## src/hw/rtl/double_ended_priority_queue_core_defines.svh

```systemverilog
// Assertion helpers shared by the queue RTL.
// Every use samples on the rising edge of clk and is held off while rst is high.
`ifndef DOUBLE_ENDED_PRIORITY_QUEUE_CORE_DEFINES_SVH
`define DOUBLE_ENDED_PRIORITY_QUEUE_CORE_DEFINES_SVH

`define DEPQ_ASSERT(label, prop, msg) \
  label: assert property (@(posedge clk) disable iff (rst) (prop)) else $error(msg);

`define DEPQ_ASSERT_IMPL(label, ante, cons, msg) \
  label: assert property (@(posedge clk) disable iff (rst) (ante) |-> (cons)) else $error(msg);

`define DEPQ_ASSERT_NEXT(label, ante, cons, msg) \
  label: assert property (@(posedge clk) disable iff (rst) (ante) |=> (cons)) else $error(msg);

`endif

```

## src/hw/rtl/depq_pkg.sv

```systemverilog
`default_nettype none
package depq_pkg;

  localparam int ID_W  = 20;
  localparam int PRI_W = 24;

  localparam int DEFAULT_CAPACITY = 256;

  localparam logic [1:0] KIND_INSERT   = 2'd0;
  localparam logic [1:0] KIND_POP_HIGH = 2'd1;
  localparam logic [1:0] KIND_POP_LOW  = 2'd2;

  localparam logic [1:0] STATUS_OK    = 2'd0;
  localparam logic [1:0] STATUS_EMPTY = 2'd1;
  localparam logic [1:0] STATUS_FULL  = 2'd2;

  typedef struct packed {
    logic             valid;
    logic [ID_W-1:0]  id;
    logic [PRI_W-1:0] pri;
  } depq_entry_t;

  typedef enum logic [1:0] {
    CELL_HOLD,
    CELL_INSERT,
    CELL_SHIFT,
    CELL_REMOVE
  } depq_cell_op_t;

  // Broadcast from the controller to every cell of the chain.
  typedef struct packed {
    depq_cell_op_t    op;
    logic [ID_W-1:0]  id;
    logic [PRI_W-1:0] pri;
    logic [PRI_W-1:0] top_pri;
  } depq_ctrl_t;

  typedef enum logic {
    ST_IDLE,
    ST_POP_HIGH
  } depq_state_t;

  // Stands left of cell 0: occupied, lowest priority, so the chain stays a sorted prefix.
  localparam depq_entry_t ENTRY_LEFT_EDGE = '{valid: 1'b1, id: '0, pri: '0};
  localparam depq_entry_t ENTRY_EMPTY     = '{valid: 1'b0, id: '0, pri: '0};

endpackage
`default_nettype wire

```

## src/hw/rtl/depq_cell.sv

```systemverilog
`default_nettype none
`include "double_ended_priority_queue_core_defines.svh"
module depq_cell
  import depq_pkg::*;
(
  input  wire logic             clk,
  input  wire logic             rst,
  input  wire depq_ctrl_t       ctrl,
  input  wire depq_entry_t      left_entry,
  input  wire depq_entry_t      right_entry,
  input  wire logic             left_after,
  input  wire logic             left_match,
  output depq_entry_t           entry,
  output logic                  after,
  output logic                  match,
  output logic [PRI_W-1:0]      last_pri,
  output logic [ID_W-1:0]       first_id
);

  depq_entry_t entry_next;
  logic        first;

  // Cells are kept sorted by priority, oldest first among equal priorities.
  // A new pair lands after every entry with a priority not above its own.
  assign after    = entry.valid && (entry.pri <= ctrl.pri);
  assign match    = entry.valid && (entry.pri == ctrl.top_pri);
  assign first    = match && !left_match;
  assign last_pri = (entry.valid && !right_entry.valid) ? entry.pri : '0;
  assign first_id = first ? entry.id : '0;

  always_comb begin
    entry_next = entry;
    case (ctrl.op)
      CELL_INSERT: begin
        if (!after) begin
          if (left_after) begin
            entry_next = '{valid: 1'b1, id: ctrl.id, pri: ctrl.pri};
          end else begin
            entry_next = left_entry;
          end
        end
      end
      CELL_SHIFT: begin
        entry_next = right_entry;
      end
      CELL_REMOVE: begin
        // The top group runs to the end of the chain, so every matching cell closes the gap.
        if (match) begin
          entry_next = right_entry;
        end
      end
      default: begin
        entry_next = entry;
      end
    endcase
  end

  // Only the valid bit needs a reset; the payload of a free cell is never looked at.
  always_ff @(posedge clk) begin
    if (rst) begin
      entry.valid <= 1'b0;
    end else begin
      entry.valid <= entry_next.valid;
    end
    entry.id  <= entry_next.id;
    entry.pri <= entry_next.pri;
  end

  `DEPQ_ASSERT_IMPL(a_cell_prefix, entry.valid, left_entry.valid,
                    "occupied cell after a free one")
  `DEPQ_ASSERT_IMPL(a_cell_sorted, entry.valid, left_entry.pri <= entry.pri,
                    "chain out of order")

endmodule
`default_nettype wire

```

## config.mk

```make
export PLATFORM = sky130hd
export DESIGN_NAME = depq_cell
export DESIGN_NICKNAME = d
export VERILOG_FILES = /design/src/hw/rtl/depq_pkg.sv /design/src/hw/rtl/depq_cell.sv
export VERILOG_INCLUDE_DIRS = /design/src /design/src/hw/rtl
export SDC_FILE = /design/constraint.sdc
export NUM_CORES = 1
export LEC_CHECK = 0
export CORE_AREA = 2 2 99 101
export DETAILED_ROUTE_END_ITERATION = 10
export DIE_AREA = 0 0 101 103
export DONT_BUFFER_PORTS = 1
export GPL_TIMING_DRIVEN = 0
export PLACE_DENSITY = 0.62
export SLEW_MARGIN = 20
export SYNTH_ARGS = -nofsm -noshare
export SYNTH_HDL_FRONTEND = slang
export SYNTH_SLANG_ARGS = --single-unit
```

## constraint.sdc

```tcl
create_clock -name clk -period 5 [get_ports clk]
set_clock_uncertainty 0.15 [all_clocks]
set_input_delay 0.5 -clock clk [delete_from_list [all_inputs] [get_ports clk]]
set_output_delay 0.5 -clock clk [all_outputs]
set_load 0.05 [all_outputs]
```

==> After elaboration in Yosys (flattened, before gate mapping) <==
Index checks and enable logic that the tools add are counted.
{ "totals": {"register_bits": 45, "output_inout_bits": 91, "word_cells": 24} }
{ "op_classes": {"order_cmp": 1, "eq_ne": 6, "n_mux": 6, "n_reduce_logical": 8} }
{ "op_table": {"columns": ["cell", "count"], "rows": [
  ["2-to-1 mux 45 bit", 3],
  ["case mux 45 bit (3 select lines)", 1],
  ["== test 24 bit", 1],
  ["less-or-equal comparator 24 bit", 1],
  ["2-to-1 mux 24 bit", 1],
  ["2-to-1 mux 20 bit", 1],
  ["== test 2 bit, second input constant", 2],
  ["logical AND 1 bit", 4],
  ["!= test 2 bit, second input constant", 2],
  ["AND reduction 3 bit", 1],
  ["nonzero test 3 bit", 1],
  ["== test 2 x 1 -> 1 bit, second input constant", 1],
  ["logical NOT 1 bit", 2]
]} }

==> Longest topological paths before layout <==
Gate-level depths: netlist of the first run.
{ "depth": {"ltp_word": 4, "mapped_depth": 9, "ltp_nobuf": 9} }

==> Least setup slack after synthesis of the first run <==
No wires, ideal clock.
{ "synth_path": {"path_type": "flip-flop to flip-flop", "startpoint": "register entry[23] (netlist bit)", "endpoint": "register entry[0] (netlist bit) (enable)", "setup_time_ps": 451, "arrival_time_ps": 4249, "slack_ps": 151, "stages_incl_launch_ff": 9, "period_less_slack_ps": 4849, "cell_sequence": "edfxtp_1 ha_1 nand4_1 nor4_1 and3_1 o21a_1 o21ai_1 and2_1 o21ai_1"} }
{ "synth_via": {"elab_chain_len": 4, "word_cells_on_any_way": 7, "cone_classes": "order compare (1); eq/ne (3); reduce/logical (3)"} }
{ "synth_lines": {"columns": ["element", "line", "rtl"], "rows": [
  ["start: declaration", "depq_cell.sv:13", "output depq_entry_t entry,"],
  ["less-or-equal comparator 24 bit", "depq_cell.sv:25", "assign after = entry.valid && (entry.pri <= ctrl.pri);"],
  ["logical AND 1 bit", "depq_cell.sv:25", null],
  ["named net after", "depq_cell.sv:14", "output logic after,"],
  ["!= test 2 bit (no line)", null, null],
  ["AND reduction 3 bit (no line)", null, null]
]} }
The timed path passes the listed nets, and every way through them passes these cells.
A chain may end at the register's enable or synchronous reset.

==> Worst setup path after layout of the first run <==
{ "layout_path": {"startpoint": "register entry[1] (netlist bit)", "endpoint": "output first_id[3]"} }
{ "layout_via": {"elab_chain_len": 4} }
{ "layout_lines": {"columns": ["element", "line", "rtl"], "rows": [
  ["== test 24 bit", "depq_cell.sv:26", "assign match = entry.valid && (entry.pri == ctrl.top_pri);"],
  ["logical AND 1 bit", "depq_cell.sv:26", null],
  ["named net match", "depq_cell.sv:15", "output logic match,"],
  ["logical AND 1 bit", "depq_cell.sv:27", "assign first = match && !left_match;"],
  ["2-to-1 mux 20 bit", "depq_cell.sv:29", "assign first_id = first ? entry.id : '0;"],
  ["end: declaration", "depq_cell.sv:17", "output logic [ID_W-1:0] first_id"]
]} }
The timed path passes the listed nets, and every way through them passes these cells.

==> report_table.html, run 1 <==
<table>
<tr><th>Metric</th><th>Value</th></tr>
<tr><th colspan="2">GRT</th></tr>
<tr><td>Total routing resource utilization after global routing</td><td>approximately a fifth</td></tr>
<tr><td>GRT overflow</td><td>0</td></tr>
<tr><td>Global-route wire length before repair</td><td>15,400 µm</td></tr>
<tr><td>Number of antenna violations at the first check in global routing</td><td>0</td></tr>
<tr><td>Number of global-route vias before repair</td><td>2,730</td></tr>
<tr><td>Pin count of the biggest net entering global routing</td><td>19</td></tr>
<tr><th colspan="2">Clocking</th></tr>
<tr><td>CTS tree</td><td>yes</td></tr>
<tr><td>TritonCTS Sinks</td><td>45</td></tr>
<tr><td>Maximum buffer depth of the clock tree</td><td>2</td></tr>
<tr><td>Inserted Clock Buffers</td><td>5</td></tr>
<tr><td>Postcts setup bufs</td><td>0</td></tr>
<tr><td>H-Tree Level Count</td><td>2</td></tr>
<tr><td>Clock transition at the registers of the reported paths</td><td>roughly 0.10 ns</td></tr>
<tr><td>Clk Latency, worst-skew pair</td><td>0.30 ns</td></tr>
<tr><td>Hold-fix buffer count after cts</td><td>0</td></tr>
<tr><td>Resized Gates After CTS</td><td>0</td></tr>
<tr><td>Clock root cell</td><td>clkbuf_8</td></tr>
<tr><th colspan="2">Synthesis</th></tr>
<tr><td>Area contributors post-synth</td><td>edfxtp_1 38%, mux2i_1 13%, ha_1 8.6%, o21ai_0 7.0%, and2_1 5.7%</td></tr>
<tr><td>Unique cell type count in the Yosys netlist</td><td>32</td></tr>
<tr><td>Cell type with the highest aggregate area in the netlist</td><td>edfxtp_1</td></tr>
<tr><td>Number of register bits inferred by synthesis</td><td>45</td></tr>
<tr><td>Top cells by instance count after synthesis</td><td>50 x nand2_1, 49 x o21ai_0, 44 x edfxtp_1, 44 x mux2i_1, 32 x and2_1</td></tr>
<tr><td>Number of enable-type register cells in the synthesized netlist</td><td>44</td></tr>
<tr><td>Most frequently used flop master after synthesis</td><td>edfxtp_1</td></tr>
<tr><td>Most repeated cell in the gate-level netlist after synthesis</td><td>nand2_1</td></tr>
<tr><td>Average cell area after synthesis</td><td>9.39 µm²</td></tr>
<tr><td>Fraction of registers with async set or reset after synthesis</td><td>0%</td></tr>
<tr><td>Yosys synthesis warning count</td><td>0</td></tr>
<tr><td>Post-synthesis cell area</td><td>roughly 3500 µm²</td></tr>
<tr><td>Post-synth net total</td><td>roughly 560</td></tr>
<tr><td>Number of cells produced by synthesis</td><td>around 370</td></tr>
<tr><td>Share of the synthesized area in the top cell type</td><td>a little under two fifths</td></tr>
<tr><td>Share of synthesized area occupied by flip-flops and latches</td><td>a little under two fifths</td></tr>
<tr><th colspan="2">Route</th></tr>
<tr><td>Starting DRC count in detailed routing</td><td>95</td></tr>
<tr><td>DRC viols</td><td>0</td></tr>
<tr><td>Count of nets left with antenna violations after detail routing</td><td>0</td></tr>
<tr><td>DR WL/cell</td><td>roughly 23 µm</td></tr>
<tr><td>Detailed Routing Iterations Pass 1</td><td>4</td></tr>
<tr><td>Total Wirelength</td><td>approximately 11,000 µm</td></tr>
<tr><td>Vias after detailed routing</td><td>2,804</td></tr>
<tr><td>Drt via density</td><td>5.63</td></tr>
<tr><th colspan="2">Run</th></tr>
<tr><td>Max-cap violation count</td><td>0</td></tr>
<tr><th colspan="2">Floorplanning</th></tr>
<tr><td>Top-level port count</td><td>~260</td></tr>
<tr><td>Die Ht</td><td>between 100 and 150 µm</td></tr>
<tr><td>Starting density of the core</td><td>~37%</td></tr>
<tr><td>Placeable core region</td><td>9460 µm²</td></tr>
<tr><td>Area enclosed by the die boundary</td><td>about 10,000 µm²</td></tr>
<tr><td>Die Width</td><td>between 100 and 150 µm</td></tr>
<tr><td>Number of rows in the core area</td><td>36</td></tr>
<tr><th colspan="2">Setup path</th></tr>
<tr><td>CP max stage cell</td><td>edfxtp_1</td></tr>
<tr><td>Classification of the worst setup path</td><td>flip-flop to primary output</td></tr>
<tr><td>Crit-path cells</td><td>xor2_1 &gt; nor4_1 &gt; nand3_1 &gt; nor4_4 &gt; and2b_1 &gt; buf_6 &gt; and2_1</td></tr>
<tr><td>Required time of the critical path</td><td>4.35 ns</td></tr>
<tr><td>Bufs and invs on worst path</td><td>1</td></tr>
<tr><td>Kind of end point of the critical path</td><td>primary output</td></tr>
<tr><td>Maximum net fanout on the critical path</td><td>10</td></tr>
<tr><td>Largest stage delay on the critical path</td><td>~0.79 ns</td></tr>
<tr><td>Gate family responsible for the most delay along the worst path</td><td>simple AND/OR/NAND/NOR gates</td></tr>
<tr><td>Kind of launch point of the worst setup path</td><td>flip-flop</td></tr>
<tr><td>Worst Path Arrival</td><td>roughly 3.6 ns</td></tr>
<tr><th colspan="2">Timing</th></tr>
<tr><td>Endpoints failing hold</td><td>0</td></tr>
<tr><td>Unrepaired setup endpoints after global routing</td><td>false</td></tr>
<tr><td>Setup violators final</td><td>0</td></tr>
<tr><td>Maximum achievable frequency</td><td>236 MHz</td></tr>
<tr><td>Worst-Margin Slew</td><td>0.981 ns</td></tr>
<tr><td>Min Clock Period, post-route</td><td>between 4 and 5 ns</td></tr>
<tr><td>Final Max Slew Viols</td><td>0</td></tr>
<tr><td>Headroom to the max-slew limit</td><td>between 30% and 40%</td></tr>
<tr><td>Worst Hold Slack</td><td>between 0.15 and 0.2 ns</td></tr>
<tr><td>Final period util</td><td>between 80% and 90%</td></tr>
<tr><th colspan="2">Layout</th></tr>
<tr><td>Filler instances</td><td>between 900 and 1,000</td></tr>
<tr><td>FF/Latch Area</td><td>1340 µm²</td></tr>
<tr><td>Number of antenna diodes</td><td>0</td></tr>
<tr><td>Number of flip-flops under the largest register name</td><td>45</td></tr>
<tr><td>Non-filler cells in the finished layout</td><td>498</td></tr>
<tr><td>Register with the most flip-flops</td><td>entry</td></tr>
<tr><td>Total number of nets in the final design</td><td>around 570</td></tr>
<tr><td>Area taken by multi-input logic gates</td><td>2000 µm²</td></tr>
<tr><td>Total non-filler cell area in the finished layout</td><td>~3800 µm²</td></tr>
<tr><td>Synth-to-Final Area Change</td><td>8.44%</td></tr>
<tr><td>Largest registers</td><td>entry: 45 flops</td></tr>
<tr><td>Fraction of final layout cells with drive strength greater than 1</td><td>7.81%</td></tr>
<tr><th colspan="2">Power</th></tr>
<tr><td>Switching power total</td><td>425 µW</td></tr>
<tr><td>Int Pwr</td><td>641 µW</td></tr>
<tr><td>Power consumption</td><td>between 1000 and 1500 µW</td></tr>
<tr><td>Portion of total power attributed to combinational logic</td><td>20.2%</td></tr>
<tr><td>Power Dens Cells</td><td>approximately 280 nW/µm²</td></tr>
<tr><td>Maximum resistive drop on vdd</td><td>between 0.0001 and 0.00015 V</td></tr>
<tr><td>Net switching share of the total power</td><td>between 30% and 40%</td></tr>
<tr><td>Flop pwr share</td><td>around 57%</td></tr>
<tr><td>Clock network fraction of total power</td><td>between 20% and 30%</td></tr>
<tr><td>Leakage power total</td><td>around 0.0016 µW</td></tr>
<tr><th colspan="2">Outcome</th></tr>
<tr><td>Run status</td><td>completed</td></tr>
<tr><th colspan="2">Place</th></tr>
<tr><td>Dpl hpwl</td><td>slightly above 9000 µm</td></tr>
<tr><td>Routability cong.</td><td>about 0.8</td></tr>
<tr><td>Port Buffer Count</td><td>0</td></tr>
<tr><td>Placed cell count</td><td>between 400 and 500</td></tr>
<tr><td>Placed inst area</td><td>~3700 µm²</td></tr>
<tr><th colspan="2">Min path</th></tr>
<tr><td>Class of the tightest hold or removal check</td><td>input port to flip-flop</td></tr>
</table>
-- layout by cell type (no fill, tap or decap), types with 2 or more instances in the layout --
cell type / instances
nand2_1: 50
o21ai_0: 49
mux2i_1: 44
edfxtp_1: 44
and2_1: 32
inv_1: 25
ha_1: 24
xor2_1: 15
clkbuf_1: 14
and2_2: 13
a21oi_1: 12
xnor2_1: 9
nand4_1: 6
nor2_1: 5
clkbuf_8: 5
nor4_1: 4
buf_2: 4
nor2b_1: 3
a21o_1: 2
and3_1: 2
o211ai_1: 2
nand3_1: 2
nor3_1: 2
buf_6: 2
clkinvlp_4: 2
buf_16: 2
-- worst reg2reg max path: stages (launching register included) --
cell and delay [ns]:
edfxtp_1 0.70, ha_1 0.46, nand4_1 0.19, nor4_1 0.49, and3_1 0.28, o21a_1 0.13
o21ai_1 0.06, and2_1 0.40, o21ai_4 0.54, buf_16 0.23, buf_16 0.18
-- cell type report --
class | instances | area share, %
inverters | 25 | 2.46
clock buffers | 6 | 1.91
plain buffers | 19 | 2.40
well taps | 114 | 3.75
flip-flops and latches | 45 | 35.2
multi-input cells | 285 | 52.4
clock inverters | 2 | 0.394
repair buffers | 2 | 1.45
-- through the flow --
stage          worst slack, ns  utilization (%)  setup TNS (ns)
4_1_cts                  0.694             40.3               0
3_3_place_gp             -1.52             38.6          -66.70
5_1_grt                  0.559             40.3               0
3_5_place_dp             0.831             39.3               0
6_report                 0.769             40.3               0
2_1_floorplan            0.151                -               0
-- power groups by stage --
stage	sequential [µW]	clock, µW	combinational [µW]
6_report	608	243	215
5_1_grt	613	264	242
3_5_place_dp	616	0	219
3_3_place_gp	620	0	202
2_1_floorplan	602	0	161
4_1_cts	608	249	219
-- worst paths after layout --
path	startpoint	to	slack, ns	cells after the start
max	entry[1]	first_id[3]	0.77	7
min	ctrl[68]	entry[44]	0.16	1
max reg2reg	entry[23]	entry[43]	0.91	10
min reg2reg	entry[44]	entry[44]	0.88	3
-- layer usage --
layer | vias up | global-route usage (%) | share of wire [%]
li1 | 1322 | - | -
met1 | 1306 | 24.2 | 40
met2 | 163 | 37.7 | 51
met3 | 13 | 4.68 | 6.9
met4 | 0 | 5.20 | 1.6
met5 | - | 0 | 0
-- cell families after synthesis --
family                     synth area share, %
AOI/OAI and AO/OA                         10.9
xor gates and xnor gates                  5.99
adders and majority gates                 8.55
buffers and inverters                     5.27
DFF                                       38.2
muxes                                     12.5
and+or+nand+nor                           18.6
Note: power is estimated with default switching activity, not from simulation.
==> run 2, diff against run 1 <==
ABC_AREA = 1   (was default)
CORE_AREA = 2 2 98 100   (was 2 2 99 101)
DIE_AREA = 0 0 100 102   (was 0 0 101 103)
PLACE_DENSITY = 0.7   (was 0.62)
clock period = 4.4 ns   (was 5 ns; I/O delays follow)
==> report_table.html, run 2 <==
<table>
<tr><th>Metric</th><th>Value</th></tr>
<tr><th colspan="2">Timing</th></tr>
<tr><td>Min Clock Period, post-route</td><td>4.13 ns</td></tr>
<tr><td>Final Max Slew Viols</td><td>0 (unchanged)</td></tr>
<tr><td>Setup violators final</td><td>0 (unchanged)</td></tr>
<tr><td>Worst Hold Slack</td><td>0.155 ns (was 0.158 ns)</td></tr>
<tr><td>Maximum achievable frequency</td><td>about 240 MHz</td></tr>
<tr><td>Endpoints failing hold</td><td>0 (unchanged)</td></tr>
<tr><td>Headroom to the max-slew limit</td><td>27.3% (was 34.1%)</td></tr>
<tr><td>Final period util</td><td>between 90% and 100%</td></tr>
<tr><td>Aggregate negative setup slack</td><td>0 ns (unchanged)</td></tr>
<tr><td>Worst-Margin Slew</td><td>1.08 ns (was 0.981 ns)</td></tr>
<tr><td>Unrepaired setup endpoints after global routing</td><td>false (unchanged)</td></tr>
<tr><th colspan="2">Synthesis</th></tr>
<tr><td>Post-synth net total</td><td>829 (was 562)</td></tr>
<tr><td>Fraction of registers with async set or reset after synthesis</td><td>0% (unchanged)</td></tr>
<tr><td>Share of the synthesized area in the top cell type</td><td>32.1% (was 37.6%)</td></tr>
<tr><td>Share of synthesized area occupied by flip-flops and latches</td><td>32.6% (was 38.2%)</td></tr>
<tr><td>Most repeated cell in the gate-level netlist after synthesis</td><td>nand2_1 (unchanged)</td></tr>
<tr><td>Cell type with the highest aggregate area in the netlist</td><td>edfxtp_1 (unchanged)</td></tr>
<tr><td>Area contributors post-synth</td><td>edfxtp_1 32%, nand2_1 16%, a21oi_1 13%, inv_1 9.2%, nor2_1 9.2% (was edfxtp_1 38%, mux2i_1 13%, ha_1 8.6%, o21ai_0 7.0%, and2_1 5.7%)</td></tr>
<tr><td>Number of enable-type register cells in the synthesized netlist</td><td>44 (unchanged)</td></tr>
<tr><td>Post-synthesis cell area</td><td>4120 µm² (was 3510 µm²)</td></tr>
<tr><td>Average cell area after synthesis</td><td>6.42 µm² (was 9.39 µm²)</td></tr>
<tr><td>Yosys synthesis warning count</td><td>0 (unchanged)</td></tr>
<tr><td>Most frequently used flop master after synthesis</td><td>edfxtp_1 (unchanged)</td></tr>
<tr><td>Number of register bits inferred by synthesis</td><td>45 (unchanged)</td></tr>
<tr><td>Unique cell type count in the Yosys netlist</td><td>28 (was 32)</td></tr>
<tr><td>Number of cells produced by synthesis</td><td>641 (was 374)</td></tr>
<tr><td>Top cells by instance count after synthesis</td><td>173 x nand2_1, 103 x a21oi_1, 101 x inv_1, 101 x nor2_1, 44 x edfxtp_1 (was 50 x nand2_1, 49 x o21ai_0, 44 x edfxtp_1, 44 x mux2i_1, 32 x and2_1)</td></tr>
<tr><th colspan="2">Layout</th></tr>
<tr><td>Filler instances</td><td>962 (was 959)</td></tr>
<tr><td>Total number of nets in the final design</td><td>837 (was 571)</td></tr>
<tr><td>Fraction of final layout cells with drive strength greater than 1</td><td>7.70% (was 7.81%)</td></tr>
<tr><td>Most frequent standard cell in the layout excluding fill and tap cells</td><td>nand2_1 (unchanged)</td></tr>
<tr><td>Commonest non-fill, non-tap cells in the layout</td><td>173 x nand2_1, 103 x a21oi_1, 101 x nor2_1 (was 50 x nand2_1, 49 x o21ai_0, 44 x mux2i_1, 44 x edfxtp_1, 32 x and2_1)</td></tr>
<tr><td>Largest registers</td><td>entry: 45 flops (unchanged)</td></tr>
<tr><td>Synth-to-Final Area Change</td><td>5.81% (was 8.44%)</td></tr>
<tr><td>Number of flip-flops under the largest register name</td><td>45 (unchanged)</td></tr>
<tr><td>Register with the most flip-flops</td><td>entry (unchanged)</td></tr>
<tr><td>Number of antenna diodes</td><td>0 (unchanged)</td></tr>
<tr><th colspan="2">Setup path</th></tr>
<tr><td>Worst Path Arrival</td><td>3.54 ns (was 3.58 ns)</td></tr>
<tr><td>Maximum net fanout on the critical path</td><td>10 (unchanged)</td></tr>
<tr><td>CP max stage cell</td><td>nor3_2 (was edfxtp_1)</td></tr>
<tr><td>Kind of end point of the critical path</td><td>primary output (unchanged)</td></tr>
<tr><td>Largest stage delay on the critical path</td><td>0.82 ns (was 0.79 ns)</td></tr>
<tr><td>Required time of the critical path</td><td>3.81 ns (was 4.35 ns)</td></tr>
<tr><td>R2R depth</td><td>12 (was 10)</td></tr>
<tr><td>Kind of launch point of the worst setup path</td><td>flip-flop (unchanged)</td></tr>
<tr><td>FF-to-FF Start</td><td>entry[22] (was entry[23])</td></tr>
<tr><td>Cell type with the highest occurrence count on the critical path</td><td>nand2_1</td></tr>
<tr><td>Crit-path cells</td><td>inv_1 &gt; nand2_1 &gt; o21ai_0 &gt; nor4_2 &gt; nand2_1 &gt; nor3_2 &gt; nand2_2 &gt; buf_6 &gt; nor2_2 (was xor2_1 &gt; nor4_1 &gt; nand3_1 &gt; nor4_4 &gt; and2b_1 &gt; buf_6 &gt; and2_1)</td></tr>
<tr><td>Classification of the worst setup path</td><td>flip-flop to primary output (unchanged)</td></tr>
<tr><td>Worst-case register-to-register setup slack</td><td>1.16 ns (was 0.91 ns)</td></tr>
<tr><td>RR Endpoint</td><td>entry[7] (was entry[43])</td></tr>
<tr><th colspan="2">Min path</th></tr>
<tr><td>Hold path start</td><td>rst (was ctrl[68])</td></tr>
<tr><td>Worst Hold Path EP</td><td>entry[44] (unchanged)</td></tr>
<tr><td>Worst hold path stage count</td><td>3 (was 1)</td></tr>
<tr><td>Class of the tightest hold or removal check</td><td>input port to flip-flop (unchanged)</td></tr>
<tr><th colspan="2">Place</th></tr>
<tr><td>Port Buffer Count</td><td>0 (unchanged)</td></tr>
<tr><td>Routability cong.</td><td>0.914 (was 0.802)</td></tr>
<tr><td>Dpl hpwl</td><td>11,800 µm (was 9360 µm)</td></tr>
<tr><th colspan="2">Clocking</th></tr>
<tr><td>Resized Gates After CTS</td><td>0 (unchanged)</td></tr>
<tr><td>Clock transition at the registers of the reported paths</td><td>0.09 ns (was 0.10 ns)</td></tr>
<tr><td>Postcts setup bufs</td><td>0 (unchanged)</td></tr>
<tr><td>Maximum buffer depth of the clock tree</td><td>2 (unchanged)</td></tr>
<tr><td>TritonCTS Sinks</td><td>45 (unchanged)</td></tr>
<tr><td>Clk Latency, worst-skew pair</td><td>0.30 ns (about the same)</td></tr>
<tr><td>CTS tree</td><td>yes (unchanged)</td></tr>
<tr><td>Clock root cell</td><td>clkbuf_8 (unchanged)</td></tr>
<tr><td>Inserted Clock Buffers</td><td>5 (unchanged)</td></tr>
<tr><td>H-Tree Level Count</td><td>2 (unchanged)</td></tr>
<tr><td>Hold-fix buffer count after cts</td><td>0 (unchanged)</td></tr>
<tr><th colspan="2">GRT</th></tr>
<tr><td>Number of global-route vias before repair</td><td>4,007 (was 2,730)</td></tr>
<tr><td>Met2 GRT Util</td><td>47.1% (was 37.7%)</td></tr>
<tr><td>Met3 Usage GRT</td><td>6.77% (was 4.68%)</td></tr>
<tr><td>Global-route wire length before repair</td><td>20,500 µm (was 15,400 µm)</td></tr>
<tr><td>M1 GR Usage</td><td>31.8% (was 24.2%)</td></tr>
<tr><td>Total routing resource utilization after global routing</td><td>26.3% (was 20.5%)</td></tr>
<tr><td>Pin count of the biggest net entering global routing</td><td>25 (was 19)</td></tr>
<tr><td>Number of antenna violations at the first check in global routing</td><td>0 (unchanged)</td></tr>
<tr><td>GRT overflow</td><td>0 (unchanged)</td></tr>
<tr><td>Most used routing layer</td><td>met2 (unchanged)</td></tr>
<tr><th colspan="2">Route</th></tr>
<tr><td>Drt via density</td><td>5.51 (was 5.63)</td></tr>
<tr><td>Total Wirelength</td><td>14,100 µm (was 11,400 µm)</td></tr>
<tr><td>Count of nets left with antenna violations after detail routing</td><td>0 (unchanged)</td></tr>
<tr><td>Starting DRC count in detailed routing</td><td>222 (was 95)</td></tr>
<tr><td>DRC viols</td><td>0 (unchanged)</td></tr>
<tr><td>Vias after detailed routing</td><td>4,188 (was 2,804)</td></tr>
<tr><td>Detailed Routing Iterations Pass 1</td><td>5 (was 4)</td></tr>
<tr><td>DR WL/cell</td><td>18.6 µm (was 23.0 µm)</td></tr>
<tr><th colspan="2">Run</th></tr>
<tr><td>Max-cap violation count</td><td>0 (unchanged)</td></tr>
<tr><th colspan="2">Floorplanning</th></tr>
<tr><td>Starting density of the core</td><td>45.2% (was 37.1%)</td></tr>
<tr><td>Placeable core region</td><td>9110 µm² (was 9460 µm²)</td></tr>
<tr><td>Area enclosed by the die boundary</td><td>10,200 µm² (was 10,400 µm²)</td></tr>
<tr><td>Top-level port count</td><td>255 (unchanged)</td></tr>
<tr><td>Die Width</td><td>100 µm (was 101 µm)</td></tr>
<tr><td>Die Ht</td><td>102 µm (was 103 µm)</td></tr>
<tr><td>Number of rows in the core area</td><td>35 (was 36)</td></tr>
<tr><th colspan="2">Power</th></tr>
<tr><td>Leakage power total</td><td>0.00222 µW (was 0.00163 µW)</td></tr>
<tr><td>Maximum resistive drop on vdd</td><td>0.000149 V (was 0.000132 V)</td></tr>
<tr><td>Power Dens Cells</td><td>301 nW/µm² (was 280 nW/µm²)</td></tr>
<tr><th colspan="2">Outcome</th></tr>
<tr><td>Run status</td><td>completed (unchanged)</td></tr>
</table>
==> run 2: cell count changes after synthesis, moves of 7 or more <==
cell / before / now
inv_1: 25 / 101
nor2_2: 0 / 20
and2_2: 13 / 0
inv_2: 0 / 7
mux2i_1: 44 / 0
a21oi_1: 12 / 103
and2_1: 32 / 1
o21ai_0: 49 / 5
nand2_2: 0 / 9
nor2_1: 5 / 101
nand2_1: 50 / 173
xor2_1: 15 / 2
==> run 2: per-layer routing <==
metal	vias up	wire length, µm
met5	-	0
met2	215	6990
met3	11	1350
li1	2025	-
met1	1937	5600
met4	0	163
==> run 2: layout make-up <==
type | instances | area [µm²] | share of cell area [%]
plain buffers | 22 | 97.6 | 2.24
clock buffers | 5 | 68.8 | 1.58
clock inverters | 2 | 11.3 | 0.259
inverters | 109 | 409 | 9.40
multi-input cells | 465 | 2270 | 52.1
flip-flops and latches | 45 | 1340 | 30.8
well taps | 111 | 139 | 3.19
repair buffers | 1 | 20.0 | 0.460
==> run 2: kinds of logic (layout without fill, tap and decap cells) <==
logic type / after synthesis / after routing / synth area share (%)
and+or+nand+nor: 323 / 323 / 32.7
buffers and inverters: 131 / 139 / 12.3
DFF: 45 / 45 / 32.6
xor gates and xnor gates: 5 / 5 / 1.06
AOI/OAI and AO/OA: 113 / 113 / 14.0
adders and majority gates: 24 / 24 / 7.30
==> run 2: stage by stage <==
stage | setup slack (ns) | area (µm²) | std cells | utilization [%] | power (µW)
floorplan | 1.09 | 4120 | 641 | - | 969
global placement | 0.437 | 4250 | 752 | 46.7 | 1050
detailed placement | 0.611 | 4270 | 753 | 46.9 | 1070
CTS | 0.262 | 4350 | 760 | 47.8 | 1320
global route | 0.109 | 4350 | 760 | 47.8 | 1390
finish | 0.266 | 4350 | 760 | 47.8 | 1310
==> run 2: worst max-delay path: cells and delay by family, from the launching register on <==
| family | cells | cell delay, ns |
|---|---|---|
| compound gates | 1 | 0.12 |
| flops | 1 | 0.78 |
| simple gates | 6 | 1.98 |
| buf+inv | 2 | 0.35 |
==> run 2: power breakdown <==
group	internal, µW	leakage (µW)	switching [µW]
Combinational	107	0.00175	235
Sequential	526	0.000438	191
Clock	107	0.0000377	144
==> run 2: worst max-delay path by stage <==
stage | slack, ns | endpoint | start | cells after the start
floorplan | 1.09 | first_id[0] | entry[17] | 10
global placement | 0.44 | entry[17] | entry[22] | 11
detailed placement | 0.61 | first_id[10] | entry[19] | 9
CTS | 0.26 | first_id[10] | entry[19] | 9
global route | 0.11 | first_id[16] | entry[19] | 9
finish | 0.27 | first_id[10] | entry[19] | 9
